## src/rtl/dpr_pkg.sv

```systemverilog
// Shared types and constants of the duotone pixel recolor unit.
`default_nettype none

package dpr_pkg;

	// Channel and register widths
	localparam int PIX_W     = 8;
	localparam int OPA_W     = 7;
	localparam int CFG_W     = 8;
	localparam int REG_IDX_W = 3;
	localparam int NUM_CH    = 3;

	// Blend math: colour channels divide by 255, alpha by 100 * 255
	localparam int               BLEND_ROUND = 127;
	localparam logic [OPA_W-1:0] OPA_MAX     = OPA_W'(100);
	localparam int               ALPHA_DIV   = 25500;
	localparam int               ALPHA_HALF  = ALPHA_DIV / 2;
	localparam int               RECIP_SH    = 32;
	localparam int               RECIP_W     = 18;
	localparam logic [RECIP_W-1:0] ALPHA_RECIP =
		RECIP_W'((64'd1 << RECIP_SH) / ALPHA_DIV);

	// Register map
	typedef enum logic [REG_IDX_W-1:0] {
		REG_WIRE_RED     = 3'd0,
		REG_WIRE_GREEN   = 3'd1,
		REG_WIRE_BLUE    = 3'd2,
		REG_FACE_RED     = 3'd3,
		REG_FACE_GREEN   = 3'd4,
		REG_FACE_BLUE    = 3'd5,
		REG_FACE_OPACITY = 3'd6,
		REG_WIRE_OPACITY = 3'd7
	} reg_idx_t;

	typedef struct packed {
		logic [PIX_W-1:0] in_alpha;
		logic [PIX_W-1:0] in_red;
		logic [PIX_W-1:0] in_green;
		logic [PIX_W-1:0] in_blue;
	} pix_in_t;

	typedef struct packed {
		logic [PIX_W-1:0] out_alpha;
		logic [PIX_W-1:0] out_red;
		logic [PIX_W-1:0] out_green;
		logic [PIX_W-1:0] out_blue;
	} pix_out_t;

	// Lane 0 red, lane 1 green, lane 2 blue
	typedef struct packed {
		logic [NUM_CH-1:0][PIX_W-1:0] wire_col;
		logic [NUM_CH-1:0][PIX_W-1:0] face_col;
	} col_cfg_t;

	typedef struct packed {
		logic [OPA_W-1:0] face_opa;
		logic [OPA_W-1:0] wire_opa;
	} opa_cfg_t;

endpackage

`default_nettype wire

```

## src/rtl/dpr_chan.sv

```systemverilog
// Colour blend lanes: wire colour toward face colour by t/255, stages 2 to 4.
`default_nettype none

module dpr_chan
	import dpr_pkg::*;
(
	input  wire logic                         clk,
	input  wire logic                         arst_n,
	input  wire logic                         vld_s1,
	input  wire logic [PIX_W-1:0]             t_s1,
	input  wire logic [PIX_W-1:0]             inv_s1,
	input  wire col_cfg_t                     col_cfg,
	output logic                              vld_s4,
	output logic [NUM_CH-1:0][PIX_W-1:0]      col_s4
);

	logic                               vld_s2, vld_s3;
	logic [NUM_CH-1:0][2*PIX_W-1:0]     prod_w_s2, prod_f_s2;
	logic [NUM_CH-1:0][2*PIX_W-1:0]     sum_s3;
	logic [NUM_CH-1:0][2*PIX_W:0]       div_tmp;

	// Advance valid bits
	always_ff @(posedge clk or negedge arst_n) begin
		if (!arst_n) begin
			vld_s2 <= 1'b0;
			vld_s3 <= 1'b0;
			vld_s4 <= 1'b0;
		end else begin
			vld_s2 <= vld_s1;
			vld_s3 <= vld_s2;
			vld_s4 <= vld_s3;
		end
	end

	// Divide by 255 exactly for sums below 65535
	always_comb begin
		for (int c = 0; c < NUM_CH; c++) begin
			div_tmp[c] = (2*PIX_W+1)'(sum_s3[c]) + (2*PIX_W+1)'(1)
				+ (2*PIX_W+1)'(sum_s3[c][2*PIX_W-1:PIX_W]);
		end
	end

	// Products, rounded sum, quotient
	always_ff @(posedge clk) begin
		for (int c = 0; c < NUM_CH; c++) begin
			prod_w_s2[c] <= (2*PIX_W)'(col_cfg.wire_col[c]) * (2*PIX_W)'(inv_s1);
			prod_f_s2[c] <= (2*PIX_W)'(col_cfg.face_col[c]) * (2*PIX_W)'(t_s1);
			sum_s3[c]    <= prod_w_s2[c] + prod_f_s2[c] + (2*PIX_W)'(BLEND_ROUND);
			col_s4[c]    <= div_tmp[c][2*PIX_W-1:PIX_W];
		end
	end

endmodule

`default_nettype wire

```

## src/rtl/dpr_alpha.sv

```systemverilog
// Alpha path: opacity blend, alpha scale and rounded divide by 25500, stages 2 to 7.
`default_nettype none

module dpr_alpha
	import dpr_pkg::*;
(
	input  wire logic               clk,
	input  wire logic               arst_n,
	input  wire logic               vld_s1,
	input  wire logic [PIX_W-1:0]   alpha_s1,
	input  wire logic [PIX_W-1:0]   t_s1,
	input  wire logic [PIX_W-1:0]   inv_s1,
	input  wire opa_cfg_t           opa_cfg,
	output logic                    vld_s7,
	output logic [PIX_W-1:0]        alpha_s7
);

	localparam int WGT_W  = OPA_W + PIX_W;
	localparam int PROD_W = WGT_W + PIX_W;
	localparam int SCL_W  = PROD_W + RECIP_W;
	localparam int QUO_W  = SCL_W - RECIP_SH;
	localparam int REM_W  = 16;

	logic                   vld_s2, vld_s3, vld_s4, vld_s5, vld_s6;
	logic [PIX_W-1:0]       a_s2, a_s3;
	logic [WGT_W-1:0]       pw_s2, pf_s2, weight_s3;
	logic [PROD_W-1:0]      prod_s4, x_s5;
	logic [SCL_W-1:0]       scaled;
	logic [QUO_W-1:0]       q0_s5, q0_s6;
	logic [PROD_W-1:0]      rem_full;
	logic [REM_W-1:0]       rem_s6;
	logic [QUO_W:0]         q_fix;

	// Advance valid bits
	always_ff @(posedge clk or negedge arst_n) begin
		if (!arst_n) begin
			vld_s2 <= 1'b0;
			vld_s3 <= 1'b0;
			vld_s4 <= 1'b0;
			vld_s5 <= 1'b0;
			vld_s6 <= 1'b0;
			vld_s7 <= 1'b0;
		end else begin
			vld_s2 <= vld_s1;
			vld_s3 <= vld_s2;
			vld_s4 <= vld_s3;
			vld_s5 <= vld_s4;
			vld_s6 <= vld_s5;
			vld_s7 <= vld_s6;
		end
	end

	// Reciprocal estimate is the true quotient or one below it
	assign scaled   = SCL_W'(prod_s4) * SCL_W'(ALPHA_RECIP);
	assign rem_full = x_s5 - PROD_W'(q0_s5) * PROD_W'(ALPHA_DIV);
	assign q_fix    = (QUO_W+1)'(q0_s6)
		+ (QUO_W+1)'(rem_s6 >= REM_W'(ALPHA_DIV));

	// Weight, scale, divide, correct
	always_ff @(posedge clk) begin
		pw_s2     <= WGT_W'(opa_cfg.wire_opa) * WGT_W'(inv_s1);
		pf_s2     <= WGT_W'(opa_cfg.face_opa) * WGT_W'(t_s1);
		a_s2      <= alpha_s1;
		weight_s3 <= pw_s2 + pf_s2;
		a_s3      <= a_s2;
		prod_s4   <= PROD_W'(a_s3) * PROD_W'(weight_s3) + PROD_W'(ALPHA_HALF);
		x_s5      <= prod_s4;
		q0_s5     <= scaled[SCL_W-1:RECIP_SH];
		q0_s6     <= q0_s5;
		rem_s6    <= rem_full[REM_W-1:0];
		alpha_s7  <= (q_fix > (QUO_W+1)'({PIX_W{1'b1}})) ? {PIX_W{1'b1}}
			: q_fix[PIX_W-1:0];
	end

	// Remainder stays below twice the divisor after the estimate
	assert property (@(posedge clk) disable iff (!arst_n)
		vld_s6 |-> (rem_s6 < REM_W'(2 * ALPHA_DIV)))
		else $error("alpha remainder out of correction range");

	// Estimate never overshoots the dividend
	assert property (@(posedge clk) disable iff (!arst_n)
		vld_s5 |-> (PROD_W'(q0_s5) * PROD_W'(ALPHA_DIV) <= x_s5))
		else $error("alpha quotient estimate too large");

endmodule

`default_nettype wire

```

## src/rtl/duotone_pixel_recolor_unit.sv

```systemverilog
// Top level of the duotone pixel recolor unit: registers, max stage, output alignment.
//
//  channel   signals                          transfer when
//  -------   -------------------------------  -----------------------------
//  pixel in  start, busy, pix_in              start high and busy low
//  pixel out done, pix_out                    done high (one cycle, no hold)
//  config    cfg_we, cfg_idx, cfg_wdata       cfg_we high
//
// One pixel per clock; each result is registered through stage 1 and then the alpha
// path (opacity blend, alpha multiply, reciprocal divide, correction), the longer path.
// busy is always low: nothing downstream can stall the pipeline.
// Reset clears the valid bits and loads the register reset colours.
// The user must write registers only while no pixel is in flight; the block does not enforce it.
`default_nettype none

module duotone_pixel_recolor_unit
	import dpr_pkg::*;
(
	input  wire logic                  clk,
	input  wire logic                  arst_n,
	input  wire logic                  start,
	output logic                       busy,
	input  wire pix_in_t               pix_in,
	output logic                       done,
	output pix_out_t                   pix_out,
	input  wire logic                  cfg_we,
	input  wire logic [REG_IDX_W-1:0]  cfg_idx,
	input  wire logic [CFG_W-1:0]      cfg_wdata
);

	col_cfg_t                          col_cfg_q;
	opa_cfg_t                          opa_cfg_q;
	logic [OPA_W-1:0]                  opa_sat;
	logic                              vld_s1;
	logic [PIX_W-1:0]                  alpha_s1, t_s1, inv_s1;
	logic [PIX_W-1:0]                  max_rg, max_rgb;
	logic                              cvld_s4, cvld_s5, cvld_s6, cvld_s7;
	logic [NUM_CH-1:0][PIX_W-1:0]      col_s4, col_s5, col_s6, col_s7;
	logic                              avld_s7;
	logic [PIX_W-1:0]                  alpha_s7;

	assign busy = 1'b0;

	// Saturate opacity at one hundred percent on write
	assign opa_sat = (cfg_wdata[OPA_W-1:0] > OPA_MAX) ? OPA_MAX : cfg_wdata[OPA_W-1:0];

	// Register file
	always_ff @(posedge clk or negedge arst_n) begin
		if (!arst_n) begin
			col_cfg_q.wire_col <= '0;
			col_cfg_q.face_col <= '1;
			opa_cfg_q.face_opa <= OPA_MAX;
			opa_cfg_q.wire_opa <= OPA_MAX;
		end else if (cfg_we) begin
			unique case (reg_idx_t'(cfg_idx))
				REG_WIRE_RED:     col_cfg_q.wire_col[0] <= cfg_wdata;
				REG_WIRE_GREEN:   col_cfg_q.wire_col[1] <= cfg_wdata;
				REG_WIRE_BLUE:    col_cfg_q.wire_col[2] <= cfg_wdata;
				REG_FACE_RED:     col_cfg_q.face_col[0] <= cfg_wdata;
				REG_FACE_GREEN:   col_cfg_q.face_col[1] <= cfg_wdata;
				REG_FACE_BLUE:    col_cfg_q.face_col[2] <= cfg_wdata;
				REG_FACE_OPACITY: opa_cfg_q.face_opa    <= opa_sat;
				REG_WIRE_OPACITY: opa_cfg_q.wire_opa    <= opa_sat;
				default: begin
				end
			endcase
		end
	end

	// Brightness is the largest colour channel
	assign max_rg  = (pix_in.in_green > pix_in.in_red) ? pix_in.in_green : pix_in.in_red;
	assign max_rgb = (pix_in.in_blue > max_rg) ? pix_in.in_blue : max_rg;

	// Stage 1 valid and output alignment valids
	always_ff @(posedge clk or negedge arst_n) begin
		if (!arst_n) begin
			vld_s1  <= 1'b0;
			cvld_s5 <= 1'b0;
			cvld_s6 <= 1'b0;
			cvld_s7 <= 1'b0;
		end else begin
			vld_s1  <= start && !busy;
			cvld_s5 <= cvld_s4;
			cvld_s6 <= cvld_s5;
			cvld_s7 <= cvld_s6;
		end
	end

	// Stage 1 payload
	always_ff @(posedge clk) begin
		alpha_s1 <= pix_in.in_alpha;
		t_s1     <= max_rgb;
		inv_s1   <= {PIX_W{1'b1}} - max_rgb;
	end

	// Hold blended colours until alpha catches up
	always_ff @(posedge clk) begin
		if (cvld_s4) begin
			col_s5 <= col_s4;
		end
		if (cvld_s5) begin
			col_s6 <= col_s5;
		end
		if (cvld_s6) begin
			col_s7 <= col_s6;
		end
	end

	dpr_chan u_chan (
		.clk     (clk),
		.arst_n  (arst_n),
		.vld_s1  (vld_s1),
		.t_s1    (t_s1),
		.inv_s1  (inv_s1),
		.col_cfg (col_cfg_q),
		.vld_s4  (cvld_s4),
		.col_s4  (col_s4)
	);

	dpr_alpha u_alpha (
		.clk      (clk),
		.arst_n   (arst_n),
		.vld_s1   (vld_s1),
		.alpha_s1 (alpha_s1),
		.t_s1     (t_s1),
		.inv_s1   (inv_s1),
		.opa_cfg  (opa_cfg_q),
		.vld_s7   (avld_s7),
		.alpha_s7 (alpha_s7)
	);

	// Drive the result
	assign done              = avld_s7;
	assign pix_out.out_alpha = alpha_s7;
	assign pix_out.out_red   = col_s7[0];
	assign pix_out.out_green = col_s7[1];
	assign pix_out.out_blue  = col_s7[2];

	// Colour and alpha paths stay in step
	assert property (@(posedge clk) disable iff (!arst_n) cvld_s7 == avld_s7)
		else $error("colour and alpha valids out of step");

	// Every accepted pixel yields a result on done after stage 1 and the alpha stages
	assert property (@(posedge clk) disable iff (!arst_n) start |-> ##7 done)
		else $error("accepted pixel produced no result");

endmodule

`default_nettype wire

```

## config.mk

```make
export PLATFORM = sky130hd
export DESIGN_NAME = duotone_pixel_recolor_unit
export DESIGN_NICKNAME = d
export VERILOG_FILES = /design/src/rtl/dpr_pkg.sv /design/src/rtl/dpr_chan.sv /design/src/rtl/dpr_alpha.sv /design/src/rtl/duotone_pixel_recolor_unit.sv
export SDC_FILE = /design/constraint.sdc
export NUM_CORES = 2
export LEC_CHECK = 0
export ABC_AREA = 1
export ABC_CLOCK_PERIOD_IN_PS = 6450
export CAP_MARGIN = 25
export CORE_AREA = 2 2 313 439
export CTS_CLUSTER_DIAMETER = 120
export DETAILED_ROUTE_END_ITERATION = 7
export DIE_AREA = 0 0 315 441
export DONT_BUFFER_PORTS = 1
export GPL_TIMING_DRIVEN = 0
export PLACE_DENSITY = 0.55
export SLEW_MARGIN = 10
export SYNTH_ARGS = -nofsm -noshare
export SYNTH_HDL_FRONTEND = slang
export SYNTH_SLANG_ARGS = --single-unit
```

## constraint.sdc

```tcl
create_clock -name clk -period 6.45 [get_ports clk]
set_clock_uncertainty 0.2 [all_clocks]
set_input_delay 0.3225 -clock clk [delete_from_list [all_inputs] [get_ports clk]]
set_output_delay 0.3225 -clock clk [all_outputs]
set_load 0.02 [all_outputs]
```

# Yosys cells after proc, flatten, opt, wreduce, memory -nomap -nowiden
# Cells that the tools add are included.
[totals]
register_bits = 475
latchBits = 0
ramBits = 0
mem_bits_ro = 0
in_bits = 47
output_inout_bits = 34
wordCells = 102
mem_count = 0
[op_classes]
n_addsub = 17
n_mul = 11
div_mod_pow = 0
magnitude_cmp = 5
n_eq_ne = 7
n_shift = 0
mux = 3
n_bitwise = 0
n_reduce_logical = 9
[ops]
columns = ["cell", "count"]
rows = [
  ["multiplier 8 x 8 -> 16 bit", 6],
  ["adder 16 x 1 -> 16 bit, second input constant", 3],
  ["adder 16 bit", 3],
  ["adder 16 x 7 -> 16 bit, second input constant", 3],
  ["adder 16 x 8 -> 16 bit", 3],
  ["multiplier 23 x 17 -> 40 bit, second input constant", 1],
  ["multiplier 7 x 8 -> 15 bit", 2],
  ["adder 23 x 14 -> 23 bit, second input constant", 1],
  ["multiplier 8 x 15 -> 23 bit", 1],
  [">= comparator 16 x 15 -> 1 bit, second input constant", 1],
  ["greater-than comparator 8 bit", 2],
  ["two-way mux 8 bit", 2],
  ["AND reduction 2 bit", 8],
  ["subtractor 16 bit", 1],
  ["adder 15 bit", 1],
  ["multiplier 9 x 13 -> 14 bit, second input constant", 1],
  ["== test 3 bit, second input constant", 4],
  ["adder 9 x 1 -> 10 bit", 1],
  ["greater-than comparator 10 x 8 -> 1 bit, second input constant", 1],
  ["subtractor 8 bit, first input constant", 1],
  ["greater-than comparator 7 bit, second input constant", 1],
  ["two-way mux 7 bit", 1],
  ["== test 3 x 2 -> 1 bit, second input constant", 2],
  ["== test 3 x 1 -> 1 bit, second input constant", 1],
  ["zero test 3 bit", 1],
]

# Longest topological paths before layout
[logic_depth]
depth_word = 5
ltp_mapped = 26
ltp_nobuf = 26

# Cells and area by module
# A second synthesis with hierarchy kept.
[unflattened]
cells_unflattened = 6340
area_unflattened_um2 = 49577.5
[modules_own_cells]
columns = ["mod", "n_inst", "cells_per_inst", "area_each_um2", "seq_area_each_um2"]
rows = [
  ["dpr_chan", 1, 3278, 22509.1, 3438.3],
  ["dpr_alpha", 1, 2573, 21156.5, 2912.8],
  ["duotone_pixel_recolor_unit", 1, 489, 5911.9, 4306.6],
]

# Worst setup path after synthesis
# No wires, ideal clock.
[synth_path]
path_type = "reg-to-reg"
startpoint = "reg u_alpha.prod_s4[9]"
endpoint = "reg u_alpha.q0_s5[6]"
setup_time_ps = 113
arrival_time_ps = 4561
required_time_ps = 6137
slack_ps = 1576
stages_incl_launch_ff = 24
path_buffers = 0
synth_period_minus_slack_ps = 4874
cell_sequence = "dfxtp_1 -> inv_1 -> fa_1 -> inv_1 -> fa_1 -> ha_1 -> inv_1 -> fa_1 -> inv_1 -> fa_1 -> inv_1 -> fa_1 -> inv_1 -> ha_1 -> nand2_1 -> inv_1 -> nand2_1 -> nand3_1 -> a21oi_1 -> nand2_1 -> nand2_1 -> nand3_1 -> nand2_1 -> nand2_1"
[synth_via]
elab_chain_len = 1
[synth_rtl]
columns = ["element", "line_no", "rtl"]
rows = [
  ["start, declared", "dpr_alpha.sv:27", "logic [PROD_W-1:0] prod_s4, x_s5;"],
  ["start signal, assigned", "dpr_alpha.sv:66", "prod_s4 <= PROD_W'(a_s3) * PROD_W'(weight_s3) + PROD_W'(ALPHA_HALF);"],
  ["multiplier 23 x 17 -> 40 bit", "dpr_alpha.sv:54", "assign scaled = SCL_W'(prod_s4) * SCL_W'(ALPHA_RECIP);"],
  ["net u_alpha.scaled[38]", "dpr_alpha.sv:28", "logic [SCL_W-1:0] scaled;"],
  ["end signal, assigned", "dpr_alpha.sv:68", "q0_s5 <= scaled[SCL_W-1:RECIP_SH];"],
  ["end, declared", "dpr_alpha.sv:29", "logic [QUO_W-1:0] q0_s5, q0_s6;"],
]
# The timed path passes the listed nets, and every way through them passes these cells.
# A chain may end at the register's enable or synchronous reset.

# Worst setup path in the final report
[layout_path]
startpoint = "reg u_alpha.prod_s4[12]"
endpoint = "reg u_alpha.q0_s5[8]"
# Same word-level chain as after synthesis.

==> results.sh <==
export IMPL_endpoint_kind="flip-flop"
export IMPL_slew_violations=0
export IMPL_worstPathMaxFanout=7
export IMPL_grt_max_degree=40
export IMPL_yosysSeqAreaShare=0.224
export IMPL_vias_per_cell=4.60
export IMPL_synth_area_um2=47000
export IMPL_crit_chain="inv_1 > fa_1 > fa_1 > inv_1 > ha_1 > fa_1 > fa_1 > inv_1 > fa_1 > inv_1 > ha_1 > nand2_1 > inv_1 > nand2_1 > nand2_1 > a21oi_1 > nand2_1 > nand2_1 > nand3_1 > nand2_1 > nand2_1"
export IMPL_timing_fmax_ghz=0.178
export IMPL_htreeDepth=2
export IMPL_crit_top_cell="nand2_1"
export IMPL_gp_congestion=0.882
export IMPL_async_flop_share=0.146
export IMPL_postCtsSetupRepairBufs=0
export IMPL_firstDrtPassIters=6
export IMPL_cts_buffers=54
export IMPL_numPortBuffers=0
export IMPL_synth_flop_cell="dfxtp_1"
export IMPL_drtIter0Drc=1293
export IMPL_grt_remaining_overflow=0
export IMPL_postRouteAntennaNets=0
export IMPL_grt_pass1_vias=36900
export IMPL_worstPathRequired_ns=6.80
export IMPL_cts_tree="built"
export IMPL_synth_edff_count=72
export IMPL_n_antenna_cell=0
export IMPL_synth_seq_cells=471
export IMPL_die_h_um=441
export IMPL_path_delay_family="adder cells"
export IMPL_hold_path_class="flip-flop to flip-flop"
export IMPL_worstSetupPathType="flip-flop to flip-flop"
export IMPL_groute_usage_overall=0.171
export IMPL_outcome="finished, final reports clean"
export IMPL_start_util=0.348
export IMPL_clockBufferDepth=3
export IMPL_grt_pass1_wl_mm=188
export IMPL_synth_xor_xnor_area_share=0.0371
export IMPL_setup_violations=0
export IMPL_synth_top_area_frac=0.228
export IMPL_syn_mean_instance_area_um2=8.38
export IMPL_wl_per_cell_um=15.2
export IMPL_ys_types=59
export IMPL_synth_compound_area_frac=0.0581
export IMPL_dp_hpwl_mm=96.2
export IMPL_fp_row_count=160
export IMPL_relSlewSlack=0.278
export IMPL_syn_nets=6879
export IMPL_core_area_um2=135000
export IMPL_final_nets=7012
export IMPL_drive_gt1_frac=0.0364
export IMPL_dieArea_um2=139000
export IMPL_synthMuxAreaShare=0
export IMPL_finalCritPeriodShare=0.873
export IMPL_tightest_slew_ns=1.08
export IMPL_cp_start_kind="flip-flop"
export IMPL_cts_root_buf="clkbuf_16"
export IMPL_cp_num_buf_inv=5
export IMPL_fin_tns_setup_ns=0
export IMPL_slowest_delay_ns=0.68
export IMPL_finalHoldViolCount=0
export IMPL_area_growth_pct=10.7
export IMPL_n_fill_cell=13800
export IMPL_num_vias=34800
export IMPL_multiInputGateArea_um2=30700
export IMPL_drc=0
export IMPL_synth_top_cell_by_area="fa_1"
export IMPL_max_cap_viol_count=0
export IMPL_antenna_found_initial=2
export IMPL_yosys_warnings=0
export IMPL_cp_arrival_ns=5.98
export IMPL_synthSimpleGateAreaFrac=0.148
export IMPL_synth_area_leaders="fa_1 23%, ha_1 18%, dfxtp_1 14%"
export IMPL_period_needed_ns=5.63
export IMPL_die_w_um=315
export IMPL_clock_latency_ns=0.70
export IMPL_io_pins=81
export IMPL_synth_adder_area_share=0.411
export IMPL_cts_sinks=471
export IMPL_rsz0062_at_grt="no"
export IMPL_cp_slowest_cell="dfxtp_1"
export IMPL_wirelength_mm=115
export IMPL_clkSlewWorstSetupHoldPaths_ns=0.06
export IMPL_synthCells=5611
export IMPL_seqCellArea_um2=10500
export IMPL_synth_top_family_by_area="adder cells"
[final timing paths]
check | start | end | slack [ns] | cells after the start
max reg2reg | u_alpha.prod_s4[12]$_DFF_P_ | u_alpha.q0_s5[8]$_DFF_P_ | 0.82 | 21
max in group asynchronous | arst_n | u_alpha.vld_s5$_DFF_PN0_ | 5.63 | 3
min reg2reg | u_alpha.a_s2[4]$_DFF_P_ | u_alpha.a_s3[4]$_DFF_P_ | 0.13 | 0
max | u_alpha.prod_s4[12]$_DFF_P_ | u_alpha.q0_s5[8]$_DFF_P_ | 0.82 | 21
min | u_alpha.a_s2[4]$_DFF_P_ | u_alpha.a_s3[4]$_DFF_P_ | 0.13 | 0
min in group asynchronous | arst_n | opa_cfg_q[5]$_DFFE_PN1P_ | 0.14 | 2
[cell usage in the layout (no fill, tap or decap), drive strengths merged, types with 43 or more instances in the layout]
master       instances
nand4               43
a21oi              228
xnor2               75
edfxtp              72
nor2               207
dfxtp              330
xor2               124
inv               1390
o21ai              168
clkbuf             193
ha                 685
fa                 536
nand2             1279
nand3              121
dlygate4sd3         72
[cell families (layout without fill, tap and decap cells)]
group | after synthesis | in the layout
AOI/OAI and AO/OA | 487 | 487
xor gates and xnor gates | 199 | 199
adders and majority gates | 1221 | 1221
buffers and inverters | 1527 | 1706
DFF | 471 | 471
other | 1 | 1
and+or+nand+nor | 1705 | 1705
[final cells by class]
type,instances,area share
tap,1782,0.0428
multi-input combinational,3613,0.591
clock buffer,57,0.0264
buffer,144,0.0106
timing repair buffer,77,0.0162
sequential,471,0.202
clock inverter,45,0.0112
inverter,1383,0.0997
[metal layers]
metal,vias up,part of all wire,global-route usage
li1,17300,-,-
met1,16700,0.37,0.173
met2,552,0.55,0.340
met3,248,0.030,0.0193
met4,0,0.053,0.0839
met5,-,0,0
[registers in the layout, summed over array words and instances, names as in the netlist, 9 cells and up]
name / flops
col_cfg_q: 48
u_chan.prod_f_s2: 48
u_chan.prod_w_s2: 48
u_chan.sum_s3: 48
col_s5: 24
col_s6: 24
pix_out: 24
u_chan.col_s4: 24
u_alpha.prod_s4: 23
u_alpha.pf_s2: 15
u_alpha.pw_s2: 15
u_alpha.weight_s3: 15
opa_cfg_q: 14
u_alpha.rem_s6: 14
u_alpha.x_s5: 14
u_alpha.q0_s5: 9
u_alpha.q0_s6: 9
[stage by stage]
stage	worst slack (ns)	cells	hold slack (ns)	utilization	cell area, um2
6_report	0.822	7572	0.126	0.385	52100
5_1_grt	0.519	7572	0.109	0.385	52100
4_1_cts	0.774	7572	0.0790	0.385	52100
3_5_place_dp	0.750	7396	-0.171	0.365	49300
3_3_place_gp	0.762	7393	-0.171	0.364	49200
2_1_floorplan	1.58	5611	-0.173	-	47000
[what timing repair did]
item,CTS,global route
hold buffers,74,0
hold endpoints to repair,156,0
resized for setup,0,0
[synthesized netlist by cell type (2+ instances only)]
| cell type | count |
|---|---|
| inv_1 | 1377 |
| nand2_1 | 1264 |
| ha_1 | 685 |
| fa_1 | 536 |
| dfxtp_1 | 330 |
| a21oi_1 | 227 |
| nor2_1 | 190 |
| clkbuf_1 | 135 |
| o21ai_0 | 131 |
| xor2_1 | 124 |
| nand3_1 | 118 |
| xnor2_1 | 75 |
| edfxtp_1 | 72 |
| nand4_1 | 42 |
| dfrtp_1 | 39 |
| dfstp_2 | 30 |
| o21bai_1 | 29 |
| o21ai_1 | 26 |
| nor3_1 | 21 |
| a31oi_1 | 18 |
| nand3b_1 | 18 |
| nor2_2 | 16 |
| nand2_2 | 13 |
| a21o_1 | 12 |
| o21ai_2 | 11 |
| o31ai_1 | 8 |
| o2111ai_1 | 7 |
| inv_2 | 6 |
| a21boi_2 | 5 |
| buf_1 | 5 |
| nor3_2 | 4 |
| a21boi_1 | 3 |
| nand3_2 | 3 |
| a21boi_0 | 2 |
| and2_1 | 2 |
| nand2_4 | 2 |
| nor4_1 | 2 |
| nor4_2 | 2 |
Power is left out: the tool's default activity adds up to more than one toggle a clock period on the data nets, which glitch-free logic cannot reach.
